File: config.mk
export PLATFORM = sky130hd
export DESIGN_NAME = mfw_coef
export DESIGN_NICKNAME = d
export VERILOG_FILES = /design/src/mitchell_filter_weight_unit_macros.svh /design/src/mfw_pkg.sv /design/src/mfw_coef.sv
export SDC_FILE = /design/constraint.sdc
export NUM_CORES = 1
export LEC_CHECK = 0
export BUFFER_PORTS_ARGS = -buffer_cell sky130_fd_sc_hd__clkbuf_2
export CORE_MARGIN = 2
export CORE_UTILIZATION = 60
export CTS_BUF_LIST = sky130_fd_sc_hd__clkbuf_8
export CTS_CLUSTER_DIAMETER = 30
export CTS_CLUSTER_SIZE = 20
export DETAILED_ROUTE_END_ITERATION = 10
export PLACE_DENSITY = 0.83
export SLEW_MARGIN = 20
export SYNTH_ARGS = -nofsm -noshare
export SYNTH_HDL_FRONTEND = slang
export SYNTH_SLANG_ARGS = --single-unit
File: constraint.sdc
create_clock -name clk_i -period 6.4 [get_ports clk_i]
set_clock_uncertainty 0.15 [all_clocks]
set_input_delay 0.64 -clock clk_i [delete_from_list [all_inputs] [get_ports clk_i]]
set_output_delay 0.64 -clock clk_i [all_outputs]
set_load 0.01 [all_outputs]
File: src/mitchell_filter_weight_unit_macros.svh
// Assertion helpers for the Mitchell filter weight unit.
// Each helper samples on clk_i and is disabled while rst_ni is low.
`ifndef MITCHELL_FILTER_WEIGHT_UNIT_MACROS_SVH
`define MITCHELL_FILTER_WEIGHT_UNIT_MACROS_SVH
`ifndef SYNTHESIS
`define MFW_ASSERT_IMPLY(name, ante, cons) \
  name: assert property (@(posedge clk_i) disable iff (!rst_ni) (ante) |-> (cons)) \
    else $error("mitchell filter weight unit: same-cycle check failed");
`define MFW_ASSERT_NEXT(name, ante, cons) \
  name: assert property (@(posedge clk_i) disable iff (!rst_ni) (ante) |=> (cons)) \
    else $error("mitchell filter weight unit: next-cycle check failed");
`else
`define MFW_ASSERT_IMPLY(name, ante, cons)
`define MFW_ASSERT_NEXT(name, ante, cons)
`endif
`endif

File: src/mfw_pkg.sv
package mfw_pkg;

  // Register and result widths
  localparam int unsigned REG_W    = 16;
  localparam int unsigned WEIGHT_W = 16;

  // Register reset values
  localparam logic [REG_W-1:0] B_RESET     = 16'd10923;
  localparam logic [REG_W-1:0] C_RESET     = 16'd10923;
  localparam logic [REG_W-1:0] INV_X_RESET = 16'd8192;
  localparam logic [REG_W-1:0] INV_Y_RESET = 16'd8192;

  // Polynomial datapath widths (t in Q.16, t < 2 inside the filter)
  localparam int unsigned COEF_W = 24;
  localparam int unsigned T_W    = 17;
  localparam int unsigned T2_W   = 18;
  localparam int unsigned T3_W   = 19;
  localparam int unsigned PROD_W = 44;
  localparam int unsigned SUM_W  = 44;
  localparam int unsigned FRAC_SHIFT = 16;   // Q.16 fraction of t and its powers
  localparam int unsigned ONE15  = 32768;    // 1.0 in Q.15

  // Argument bit positions in the exact Q.26 value of t
  localparam int unsigned T26_ONE_BIT = 26;
  localparam int unsigned T26_TWO_BIT = 27;
  localparam int unsigned T26_DROP    = 10;

  // Kernel division by 6*2^15: round, shift by 2^16, then divide by 3
  localparam int unsigned M_W         = 28;
  localparam int unsigned Q_W         = 25;
  localparam int unsigned KER_W       = Q_W + 1;
  localparam int unsigned RECIP_SHIFT = 29;
  localparam logic [M_W-1:0] RECIP3 =
    M_W'(((64'd1 << RECIP_SHIFT) + 64'd1) / 64'd3);
  localparam logic [SUM_W-1:0] KER_HALF = SUM_W'(98304);

  // Weight product Q.32 down to Q.14
  localparam int unsigned WPROD_W = 2 * KER_W;
  localparam int unsigned W_SHIFT = 18;
  localparam int unsigned WQ_W    = WPROD_W - W_SHIFT;
  localparam logic [WPROD_W-1:0] W_HALF = WPROD_W'(64'd1 << (W_SHIFT - 1));
  localparam logic [WEIGHT_W-1:0] WEIGHT_MAX = {1'b0, {(WEIGHT_W - 1){1'b1}}};
  localparam logic [WEIGHT_W-1:0] WEIGHT_MIN = {1'b1, {(WEIGHT_W - 1){1'b0}}};

  // Pipeline depth: kernel stages plus product and output stages
  localparam int unsigned KER_STAGES = 7;
  localparam int unsigned PIPE_DEPTH = KER_STAGES + 2;

  // Configuration register indexes
  typedef enum logic [1:0] {
    CFG_B_VALUE     = 2'd0,
    CFG_C_VALUE     = 2'd1,
    CFG_INV_X_WIDTH = 2'd2,
    CFG_INV_Y_WIDTH = 2'd3
  } mfw_cfg_reg_e;

  // Seven cubic coefficients, times six, Q.15
  typedef struct packed {
    logic signed [COEF_W-1:0] p1_a3;
    logic signed [COEF_W-1:0] p1_a2;
    logic signed [COEF_W-1:0] p1_a0;
    logic signed [COEF_W-1:0] p2_a3;
    logic signed [COEF_W-1:0] p2_a2;
    logic signed [COEF_W-1:0] p2_a1;
    logic signed [COEF_W-1:0] p2_a0;
  } mfw_coef_t;

endpackage

File: src/mfw_coef.sv
module mfw_coef (
  input  logic                           clk_i,
  input  logic [mfw_pkg::REG_W-1:0]      b_i,
  input  logic [mfw_pkg::REG_W-1:0]      c_i,
  output mfw_pkg::mfw_coef_t             coef_o
);

  mfw_pkg::mfw_coef_t coef_d, coef_q;

  // Derive both cubic pieces from B and C
  always_comb begin
    coef_d.p1_a3 = mfw_pkg::COEF_W'(12 * mfw_pkg::ONE15 - 9 * int'(b_i) - 6 * int'(c_i));
    coef_d.p1_a2 = mfw_pkg::COEF_W'(-18 * mfw_pkg::ONE15 + 12 * int'(b_i) + 6 * int'(c_i));
    coef_d.p1_a0 = mfw_pkg::COEF_W'(6 * mfw_pkg::ONE15 - 2 * int'(b_i));
    coef_d.p2_a3 = mfw_pkg::COEF_W'(-int'(b_i) - 6 * int'(c_i));
    coef_d.p2_a2 = mfw_pkg::COEF_W'(6 * int'(b_i) + 30 * int'(c_i));
    coef_d.p2_a1 = mfw_pkg::COEF_W'(-12 * int'(b_i) - 48 * int'(c_i));
    coef_d.p2_a0 = mfw_pkg::COEF_W'(8 * int'(b_i) + 24 * int'(c_i));
  end

  // Hold coefficients in a register; they settle long before any word uses them
  always_ff @(posedge clk_i) begin
    coef_q <= coef_d;
  end

  assign coef_o = coef_q;

endmodule

# Word level (Yosys, flattened, before mapping)
# Index checks and enable logic that the tools add are counted.
# classes
add_sub_neg	10
multipliers	9
# op_table
op	count
2-bit by 16-bit multiplier with 18-bit output (first input constant)	6
19-bit by 21-bit adder with 22-bit output	2
4-bit by 16-bit multiplier with 20-bit output (first input constant)	2
16-bit negation with 24-bit output	1
22-bit by 23-bit subtractor with 24-bit output	1
24-bit by 20-bit subtractor with 24-bit output	1
22-bit by 20-bit adder with 23-bit output	1
21-bit by 21-bit adder with 22-bit output (first input constant)	1
21-bit by 20-bit subtractor with 22-bit output	1
19-bit by 20-bit subtractor with 21-bit output (first input constant)	1
3-bit by 17-bit multiplier with 20-bit output (first input constant)	1
18-bit by 17-bit subtractor with 19-bit output (first input constant)	1
# totals
regBits	156
input_bits	33
output_inout_bits	168
elab_cells	26

# Depth between registers and ports, before layout
# depth
depth_word	3
mapped_depth	22

# Least setup slack after synthesis
# Ideal clock, no wire load.
# synth_path
path_type	input -> register
from	input c_i[0] (netlist bit)
to	register coef_q, in the netlist coef_o[66]
arrival_ns	4.445
t_required_ns	6.178
path_slack_ns	1.733
cell_stages	18
cell_sequence	fa_1 > fa_1 > fa_1 > a211o_1 > o211ai_1 > a21oi_1 > a21oi_1 > o21bai_1 > a21oi_1 > xnor2_1 > ha_1 > a21o_1 > a21oi_1 > nand2_1 > o21a_1 > a21o_1 > a21oi_1 > xnor2_1
# synth_rtl
element	line	rtl
start, declared	mfw_coef.sv:4	input logic [mfw_pkg::REG_W-1:0] c_i,
end signal, assigned	mfw_coef.sv:23	coef_q <= coef_d;
end, declared	mfw_coef.sv:8	mfw_pkg::mfw_coef_t coef_d, coef_q;

==> results by group <==
Outcome
  – Outcome: complete, no violations

Floorplanning
  – Die width: 155 um
  – Area of the core: 22500 um^2
  – Vert. Die Dim: 155 um
  – Total I/O pin count: 201
  – Initial core utilization: 0.607
  – Die area: 24000 um^2
  – Num rows: 55

Clock network
  – Setup Buffers After CTS: 0
  – Clk slew on worst S/H paths: 80 ps
  – Bufs on Longest Clock Path: 2
  – CTS H-tree depth: 4
  – Hold buffer count at cts: 0
  – CTS tree: yes
  – Sink Count: 143
  – CTS root buf: clkbuf_8
  – CTS Buf Count: 17
  – Resized Gates After CTS: 0

Flow run
  – Max-cap check violation count: 0

Layout
  – Core Util, Final: 0.677
  – Area Growth Syn to Fin: 11.4%
  – Fin area: 15200 um^2
  – Layout Nets: 2107
  – Share of layout cells above drive strength 1: 0.132
  – Number of flip-flops in the largest register: 143
  – ANT cells: 0

Global routing
  – Initial antenna violation count: 0
  – First-pass GRT wire length: 53500 um
  – GRT Total Usage: 0.277
  – Largest net degree at the start of global routing: 17
  – Number of global-route vias before repair: 11000
  – Global route overflow: 0

Synthesis
  – #FFs+latches synth: 143
  – Ys flop type: dfxtp_1
  – Synth top cells by count: 294 x ha_1, 157 x inv_1, 143 x dfxtp_1
  – Fraction of registers with async set/reset: 0
  – Most frequent cell after synthesis: ha_1
  – Area of the mapped netlist: 13700 um^2
  – Mapped Cells: 1550
  – Post-synth top area cell: ha_1
  – Synth top area share: 0.269
  – Yosys warning count: 0
  – Synthesized area per cell: 8.82 um^2
  – Sequential share of the synthesized area: 0.209
  – Yosys cell types: 65
  – Post-synth EDFFs: 0
  – Top cells by area, synth: ha_1 27%, dfxtp_1 21%, xnor2_1 7.9%

Power
  – Logic pwr share: 0.654
  – P per Cell Area: 415 nW/um^2
  – Clock network fraction of total power: 0.121
  – Worst VDD drop: 0.249 mV
  – Seq pwr share: 0.225
  – Sw Pwr: 2.84 mW
  – Int Pwr: 3.47 mW
  – Switch share: 0.450
  – Leakage: 7.79 nW

Drt
  – DRT antenna net count: 0
  – Residual DRC count: 0
  – Routed via count: 11500
  – Post-Route WL: 33000 um
  – Vias per inst: 5.63
  – Routed len/inst: 16.2 um
  – Pre-Repair DR Iteration Count: 5
  – DR iter-0 viols: 660

STA
  – Final hold vios: 0
  – Worst rel slew slack: 0.303
  – RSZ-0062 raised after global routing: false
  – Worst-margin pin slew: 1030 ps
  – Setup TNS: 0 ps
  – Minimum clock period: 4990 ps
  – Final worst setup slack: 1420 ps
  – FMAX: 0.201 GHz
  – Slew Viols, Final: 0
  – Fin crit share: 0.779
  – Endpoints failing setup: 0
  – Final hold slack: 287 ps

Hold path
  – Worst Hold Class: in2reg

Worst setup path
  – Crit path kind: in2reg
  – Critical path data arrival time: 5180 ps
  – CP required: 6600 ps
  – Worst Setup End Kind: flip-flop
  – Worst Setup Start Kind: input port
  – Critical path peak fanout: 9

Placed design
  – GPL Wtd Cong: 0.946
  – Dpl ws: 994 ps
  – Area after DPL: 14800 um^2
  – DPL Wire Length: 26700 um
  – IO buf count: 182
==> power groups by stage <==
stage          combinational, mW  sequential, mW  clock [mW]
6_report                    4.13            1.42       0.764
2_1_floorplan               2.76            1.63           0
4_1_cts                     4.10            1.42       0.777
3_5_place_dp                4.05            1.44           0
5_1_grt                     4.56            1.45       0.821
3_3_place_gp                3.98            1.43           0
==> cell type report <==
type / instances / area [um^2]
fillers: 1855 / 7280
multi-input cells: 1239 / 10100
repair buffers: 184 / 926
clock buffers: 19 / 262
clock inverters: 12 / 145
well taps: 285 / 357
inverters: 157 / 589
flip-flops and latches: 143 / 2860
==> per-stage QoR <==
step / total power [mW] / cells
6_report: 6.31 / 2039
5_1_grt: 6.83 / 2039
4_1_cts: 6.30 / 2039
3_5_place_dp: 5.49 / 2008
3_3_place_gp: 5.41 / 2008
2_1_floorplan: 4.39 / 1567
==> cells in the final DEF (no fill, tap or decap), drive strengths merged, types with 14 or more instances in the layout <==
cell      n
ha      294
clkbuf  201
inv     159
dfxtp   143
xnor2   124
nor2    116
a21oi   108
o21ai    68
nand2    61
xor2     42
a21o     40
fa       38
nor3     37
nand3    28
nor2b    26
o21a     26
nand2b   19
o21bai   18
conb     18
a211oi   15
a31oi    15
and3     14
==> worst max-delay path: stages <==
cell and delay [ps]:
clkbuf_2 240, inv_1 140, ha_1 310, ha_1 270, ha_1 240, fa_1 420
a21o_1 180, a21oi_1 220, nor2b_1 70, o21a_1 210, o21a_1 240, a41o_1 280
o22ai_1 170, xnor2_1 140, ha_1 330, a21oi_1 230, nand2_1 120, o31ai_1 390
o21ai_0 180, xor2_1 160
==> cells by family after synthesis <==
group,Yosys count,synth area share
adders and majority gates,332,0.325
other,1,0.000274
buffers and inverters,185,0.0577
DFF,143,0.209
xor gates and xnor gates,166,0.106
and+or+nand+nor,360,0.129
muxes,3,0.00229
AOI/OAI and AO/OA,360,0.171
==> path summary, 6_finish.rpt <==
path | slack (ps) | cells after the start | startpoint | endpoint
worst max-delay path | 1420 | 20 | b_i[1] | coef_o[46]$_DFF_P_
worst min-delay path | 290 | 1 | c_i[0] | coef_o[121]$_DFF_P_
==> metal layers <==
| layer | wire [um] | track usage | vias up |
|---|---|---|---|
| li1 | - | - | 5790 |
| met1 | 15400 | 0.375 | 5280 |
| met2 | 15000 | 0.457 | 354 |
| met3 | 1710 | 0.0440 | 62 |
| met4 | 848 | 0.0842 | 0 |
| met5 | 0 | 0 | - |
(Power assumes the default switching activity.)
