## src/mitchell_filter_weight_unit_macros.svh

```systemverilog
// Assertion helpers for the Mitchell filter weight unit.
// Each helper samples on clk_i and is disabled while rst_ni is low.
`ifndef MITCHELL_FILTER_WEIGHT_UNIT_MACROS_SVH
`define MITCHELL_FILTER_WEIGHT_UNIT_MACROS_SVH
`ifndef SYNTHESIS
`define MFW_ASSERT_IMPLY(name, ante, cons) \
  name: assert property (@(posedge clk_i) disable iff (!rst_ni) (ante) |-> (cons)) \
    else $error("mitchell filter weight unit: same-cycle check failed");
`define MFW_ASSERT_NEXT(name, ante, cons) \
  name: assert property (@(posedge clk_i) disable iff (!rst_ni) (ante) |=> (cons)) \
    else $error("mitchell filter weight unit: next-cycle check failed");
`else
`define MFW_ASSERT_IMPLY(name, ante, cons)
`define MFW_ASSERT_NEXT(name, ante, cons)
`endif
`endif

```

## src/mfw_pkg.sv

```systemverilog
package mfw_pkg;

  // Register and result widths
  localparam int unsigned REG_W    = 16;
  localparam int unsigned WEIGHT_W = 16;

  // Register reset values
  localparam logic [REG_W-1:0] B_RESET     = 16'd10923;
  localparam logic [REG_W-1:0] C_RESET     = 16'd10923;
  localparam logic [REG_W-1:0] INV_X_RESET = 16'd8192;
  localparam logic [REG_W-1:0] INV_Y_RESET = 16'd8192;

  // Polynomial datapath widths (t in Q.16, t < 2 inside the filter)
  localparam int unsigned COEF_W = 24;
  localparam int unsigned T_W    = 17;
  localparam int unsigned T2_W   = 18;
  localparam int unsigned T3_W   = 19;
  localparam int unsigned PROD_W = 44;
  localparam int unsigned SUM_W  = 44;
  localparam int unsigned FRAC_SHIFT = 16;   // Q.16 fraction of t and its powers
  localparam int unsigned ONE15  = 32768;    // 1.0 in Q.15

  // Argument bit positions in the exact Q.26 value of t
  localparam int unsigned T26_ONE_BIT = 26;
  localparam int unsigned T26_TWO_BIT = 27;
  localparam int unsigned T26_DROP    = 10;

  // Kernel division by 6*2^15: round, shift by 2^16, then divide by 3
  localparam int unsigned M_W         = 28;
  localparam int unsigned Q_W         = 25;
  localparam int unsigned KER_W       = Q_W + 1;
  localparam int unsigned RECIP_SHIFT = 29;
  localparam logic [M_W-1:0] RECIP3 =
    M_W'(((64'd1 << RECIP_SHIFT) + 64'd1) / 64'd3);
  localparam logic [SUM_W-1:0] KER_HALF = SUM_W'(98304);

  // Weight product Q.32 down to Q.14
  localparam int unsigned WPROD_W = 2 * KER_W;
  localparam int unsigned W_SHIFT = 18;
  localparam int unsigned WQ_W    = WPROD_W - W_SHIFT;
  localparam logic [WPROD_W-1:0] W_HALF = WPROD_W'(64'd1 << (W_SHIFT - 1));
  localparam logic [WEIGHT_W-1:0] WEIGHT_MAX = {1'b0, {(WEIGHT_W - 1){1'b1}}};
  localparam logic [WEIGHT_W-1:0] WEIGHT_MIN = {1'b1, {(WEIGHT_W - 1){1'b0}}};

  // Pipeline depth: kernel stages plus product and output stages
  localparam int unsigned KER_STAGES = 7;
  localparam int unsigned PIPE_DEPTH = KER_STAGES + 2;

  // Configuration register indexes
  typedef enum logic [1:0] {
    CFG_B_VALUE     = 2'd0,
    CFG_C_VALUE     = 2'd1,
    CFG_INV_X_WIDTH = 2'd2,
    CFG_INV_Y_WIDTH = 2'd3
  } mfw_cfg_reg_e;

  // Seven cubic coefficients, times six, Q.15
  typedef struct packed {
    logic signed [COEF_W-1:0] p1_a3;
    logic signed [COEF_W-1:0] p1_a2;
    logic signed [COEF_W-1:0] p1_a0;
    logic signed [COEF_W-1:0] p2_a3;
    logic signed [COEF_W-1:0] p2_a2;
    logic signed [COEF_W-1:0] p2_a1;
    logic signed [COEF_W-1:0] p2_a0;
  } mfw_coef_t;

endpackage

```

## src/mfw_combine.sv

```systemverilog
module mfw_combine (
  input  logic                                clk_i,
  input  logic                                en_i,
  input  logic signed [mfw_pkg::KER_W-1:0]    kx_i,
  input  logic signed [mfw_pkg::KER_W-1:0]    ky_i,
  output logic [mfw_pkg::WEIGHT_W-1:0]        weight_o
);

  // Product stage: Kx * Ky in Q.32
  logic signed [mfw_pkg::WPROD_W-1:0] wprod_d, wprod_q;

  assign wprod_d = mfw_pkg::WPROD_W'(kx_i) * mfw_pkg::WPROD_W'(ky_i);

  always_ff @(posedge clk_i) begin
    if (en_i) begin
      wprod_q <= wprod_d;
    end
  end

  // Output stage: round to Q.14 away from zero, then saturate
  logic                          neg;
  logic [mfw_pkg::WPROD_W-1:0]   wmag, wrnd;
  logic [mfw_pkg::WQ_W-1:0]      wq;
  logic                          ovf;
  logic [mfw_pkg::WEIGHT_W-1:0]  weight_d, weight_q;

  always_comb begin
    neg  = wprod_q[mfw_pkg::WPROD_W-1];
    wmag = neg ? mfw_pkg::WPROD_W'(-wprod_q) : mfw_pkg::WPROD_W'(wprod_q);
    wrnd = wmag + mfw_pkg::W_HALF;
    wq   = wrnd[mfw_pkg::W_SHIFT +: mfw_pkg::WQ_W];
    ovf  = |wq[mfw_pkg::WQ_W-1:mfw_pkg::WEIGHT_W-1];
    if (ovf) begin
      weight_d = neg ? mfw_pkg::WEIGHT_MIN : mfw_pkg::WEIGHT_MAX;
    end else if (neg) begin
      weight_d = mfw_pkg::WEIGHT_W'(~wq[mfw_pkg::WEIGHT_W-1:0] + 1'b1);
    end else begin
      weight_d = wq[mfw_pkg::WEIGHT_W-1:0];
    end
  end

  always_ff @(posedge clk_i) begin
    if (en_i) begin
      weight_q <= weight_d;
    end
  end

  assign weight_o = weight_q;

endmodule
```

## config.mk

```make
export PLATFORM = sky130hd
export DESIGN_NAME = mfw_combine
export DESIGN_NICKNAME = d
export VERILOG_FILES = /design/src/mitchell_filter_weight_unit_macros.svh /design/src/mfw_pkg.sv /design/src/mfw_combine.sv
export SDC_FILE = /design/constraint.sdc
export NUM_CORES = 2
export LEC_CHECK = 0
export ABC_AREA = 0
export BUFFER_PORTS_ARGS = -buffer_cell sky130_fd_sc_hd__buf_2
export CAP_MARGIN = 20
export CELL_PAD_IN_SITES_DETAIL_PLACEMENT = 0
export CELL_PAD_IN_SITES_GLOBAL_PLACEMENT = 2
export CORE_ASPECT_RATIO = 1.75
export CORE_UTILIZATION = 39
export DETAILED_ROUTE_END_ITERATION = 10
export PLACE_DENSITY = 0.78
export SYNTH_ARGS = -nofsm -noshare
export SYNTH_HDL_FRONTEND = slang
export SYNTH_SLANG_ARGS = --single-unit
export TNS_END_PERCENT = 100
```

## constraint.sdc

```tcl
create_clock -name clk_i -period 8.34 [get_ports clk_i]
set_clock_uncertainty 0.2 [all_clocks]
set_input_delay 0.417 -clock clk_i [delete_from_list [all_inputs] [get_ports clk_i]]
set_output_delay 0.417 -clock clk_i [all_outputs]
set_load 0.02 [all_outputs]
```

-- Word-level counts from Yosys, hierarchy flattened
Cells that the tools add are included.
- latch bits: 0
- memory bits (read-only): 0
- memory bits (writable): 0
- memories: 0
- flip-flop bits (word level): 68
- output and inout bits: 16
- reductions and logical operators: 1
- $add $sub $neg: 3
- $mul: 1
- equal/unequal tests: 0
- div/mod/pow operators: 0
- shift operators: 0
- order comparisons: 0
- mux-type cells: 4
- bitwise logic cells: 1
- operators with widths (cell ; count):
    $add 52x18->52 const B ; 1
    $mul 26x26->52 ; 1
    $mux 52 ; 1
    $neg 52->52 ; 1
    $mux 16 ; 3
    $reduce_or 19->1 ; 1
    $add 16x1->16 const B ; 1
    $not 16->16 ; 1

-- Longest topological paths before layout
- word-level depth: 7
- mapped depth: 30
- gate-level depth less buffers: 28

-- Least setup slack after synthesis
Ideal clock, no wire load.
- path type: input to register
- start: input ky_i[5] in the netlist's numbering
- end: register wprod_q[51] in the netlist's numbering, data pin
- library setup time: 0.260 ns
- setup slack: 0.527 ns
- required time: 7.880 ns
- path buffers: 2
- stages on the path: 30
- arrival time: 7.353 ns
- path through: clkbuf_1 clkbuf_1 nand2_1 fa_1 inv_1 fa_1 inv_1 fa_1 inv_1 fa_1 inv_1 fa_1 inv_1 fa_1 inv_1 fa_1 inv_1 ha_1 and3_1 nand3_1 nor4_1 nand3_1 a21o_1 a211oi_1 a31oi_1 o21ai_0 a211o_1 a31o_2 a21oi_1 xnor2_1
- word-level cells in the longest chain between the ends: 1
- ends and longest elaborated chain (item ; line ; RTL):
    start: declaration ; mfw_combine.sv:5 ; input logic signed [mfw_pkg::KER_W-1:0] ky_i,
    $mul 26x26->52 ; mfw_combine.sv:12 ; assign wprod_d = mfw_pkg::WPROD_W'(kx_i) * mfw_pkg::WPROD_W'(ky_i);
    net wprod_d (one bit) ; mfw_combine.sv:10 ; logic signed [mfw_pkg::WPROD_W-1:0] wprod_d, wprod_q;
    end signal: assignment ; mfw_combine.sv:16 ; wprod_q <= wprod_d;
    end: declaration ; mfw_combine.sv:10 ;
The timed path passes the listed nets, and every way through them passes these cells.
A chain may end at the register's enable or synchronous reset.

-- Final worst setup path
Ends and elaborated chain as after synthesis.

==> results_dict.tcl <==
set metrics [dict create \
    status "completed" \
    grt_max_degree 69 \
    slew_headroom_pct 43.48 \
    drt-initial-drc-count 974 \
    drc 0 \
    yosys_most_used_dff "edfxtp_1" \
    yosysWarningCount 0 \
    syn-num-nets 4063 \
    vias 21390 \
    finalCritPeriodShare_pct 94.43 \
    die_w_um 208.8 \
    grt.overflow.total 0 \
    cts_root_buffer "clkbuf_16" \
    synth-edff-count 68 \
    worstPathArrival_ns 7.77 \
    endpoint_kind "register" \
    cp_max_fo 14 \
    core_um2 73990 \
    wl_per_cell_um 21.07 \
    cts_tree "yes" \
    synth_adder_area_share_pct 55.05 \
    fmax_mhz 127.0 \
    hpwlAfterDp_mm 73.68 \
    via_per_inst 5.231 \
    synth_compound_area_share_pct 5.930 \
    slowest_delay_ns 0.58 \
    crit_path_top_delay_cell "fa_1" \
    ctsHoldBuffers 0 \
    syn_inst 3151 \
    nets 4059 \
    crit_family "adder cells" \
    syn2layout_area_growth_pct 5.908 \
    synth_xor_area_share_pct 2.881 \
    crit_buf_inv 8 \
    synth_simple_gate_area_share_pct 17.38 \
    hold_class "in -> reg" \
    yosys-mux-area-fraction_pct 0.5316 \
    core.rowCount 132 \
    fill_cells 7495 \
    critPathLaunchType "primary input" \
    cts_htree_levels 3 \
    cts.path.max_buffers 2 \
    yosysSeqAreaShare_pct 6.997 \
    finalHoldViolCount 0 \
    fin_ws_ns 0.4642 \
    grt_pass1_wl_mm 138.8 \
    die_h_um 363.9 \
    drv_slew 0 \
    critical_path_class "in -> reg" \
    crit_path_frequent_cell "fa_1" \
    fin_area_um2 30910 \
    synth_area_per_cell_um2 9.262 \
    drtAntennaViolNets 0 \
    die_area_um2 75970 \
    synth_top_family_by_area "adder cells" \
    diodes 0 \
    dpl_cell_area_um2 30640 \
    multi_input_area_um2 23870 \
    post-place-ws_ns 0.1145 \
    gp_congestion 0.9202 \
    grt_pass1_vias 25020 \
    setup_violations 0 \
    fin_tns_setup_ns 0 \
    io_pins 70 \
    numCtsBuffers 9 \
    syn_area_um2 29180 \
    clkLatencyLatePin_ns 0.35 \
    ys_async_sr_fraction_pct 0 \
    min_period_ns 7.876 \
    cp_data_required_time_ns 8.23 \
    rsz0062_at_grt "no" \
    io_buffers 69 \
    initial_core_util_pct 39.44 \
    grt_util_all_layers_pct 24.17 \
    ys_ff_latch 68 \
    antenna_found_initial 0 \
    worst_pin_slew_ns 0.8478 \
    cts.sinks 68 \
    clk_pin_slew_ns 0.06 \
    seqCellArea_um2 2042 \
    drive_gt1_share_pct 6.157 \
    drv_cap 0 \
    firstDrtPassIters 5 \
    routed_wl_mm 86.16 \
    yosysUniqueCellTypes 86 \
]
==> layout by cell type (no fill, tap or decap), types with 24 or more instances in the layout <==
cell type	count
a21o_1	24
a21oi_1	61
and2_1	305
buf_2	69
buf_4	69
edfxtp_1	68
fa_1	710
ha_1	148
inv_1	712
nand2_1	410
nand3_1	31
nor2_1	81
nor3_1	33
o21ai_0	45
xnor2_1	69
xor2_1	27
==> worst paths after layout <==
path / startpoint / to / cells past startpoint / slack, ns
worst max-delay path: ky_i[5] / wprod_q[51] / 29 / 0.46
worst min-delay path: en_i / weight_o[11] / 2 / 0.60
worst max register to register: wprod_q[16] / weight_o[1] / 16 / 1.95
worst min register to register: wprod_q[31] / weight_o[13] / 3 / 0.87
==> through the flow <==
| step | utilization [%] | hold slack (ns) | cells |
|---|---|---|---|
| finish | 41.77 | 0.5994 | 4089 |
| global route | 41.77 | 0.6327 | 4089 |
| CTS | 41.76 | 0.6226 | 4089 |
| detailed placement | 41.40 | 0.6638 | 4074 |
| global placement | 41.40 | 0.6614 | 4074 |
| floorplan | - | 0.3295 | 3151 |
==> what timing repair did <==
action / in CTS / in global routing
endpoints found under the setup margin: 0 / 2
gates resized for setup: 0 / 1
hold endpoints to repair: 0 / 0
setup buffers: 0 / 0
==> flip-flops by register name, summed over array words and instances, names as in the netlist <==
name,cells
weight_o,16
wprod_q,52
==> logic make-up (layout without fill, tap and decap cells) <==
family,Yosys count,after routing
compound gates,252,252
mux,15,15
buf+inv,866,866
simple gates,996,996
flops,68,68
xor+xnor,96,96
fa+ha+maj,858,858
==> area by class of cell <==
class	count	area share, %
Multi-Input combinational cell	2217	77.23
Timing Repair Buffer	139	2.858
Sequential cell	68	6.607
Tap cell	938	3.797
Clock buffer	9	0.7287
Clock inverter	6	0.1336
Inverter	712	8.647
==> metal layers <==
layer	wire (um)	vias up	part of all wire (%)	track usage [%]
li1	-	9451	-	-
met4	6369	0	7.4	15.15
met5	0	-	0	0
met2	50380	482	58	49.34
met1	27410	11240	32	23.04
met3	2009	212	2.3	1.370
==> worst register-to-register path, stage by stage (launching register included) <==
cell and delay, ns:
edfxtp_1 0.36, nor4_1 0.39, nand3_1 0.51, nor3_1 0.66, nor2_1 0.12, xnor2_1 0.17
ha_1 0.28, nand4b_1 0.12, or3_1 0.33, nand3_1 0.16, or4b_1 0.61, or3_1 0.51
mux2i_1 0.16, a21oi_1 0.20, nand4_2 0.40, or2_1 0.63, o31a_1 0.35
==> cells in the mapped netlist, drive strengths merged (12+ instances only) <==
cell | number | area share [%]
o22ai | 16 | 0.51
nand3 | 32 | 0.57
edfxtp | 68 | 7.0
fa | 710 | 49
nor3 | 34 | 0.60
a21o | 24 | 0.62
o21ai | 49 | 0.84
a21oi | 62 | 1.1
nor4 | 18 | 0.48
nor2 | 81 | 1.0
inv | 712 | 9.2
xnor2 | 69 | 2.1
nand2b | 16 | 0.34
a31oi | 15 | 0.32
and2 | 305 | 6.5
nand4 | 18 | 0.41
nand2 | 410 | 5.3
or2 | 12 | 0.26
ha | 148 | 6.3
xor2 | 27 | 0.81
or3 | 16 | 0.34
and3 | 14 | 0.30
clkbuf | 144 | 1.9
Power is not shown: default switching activity piles up to over one toggle a cycle in this logic, so the estimate is an artifact.
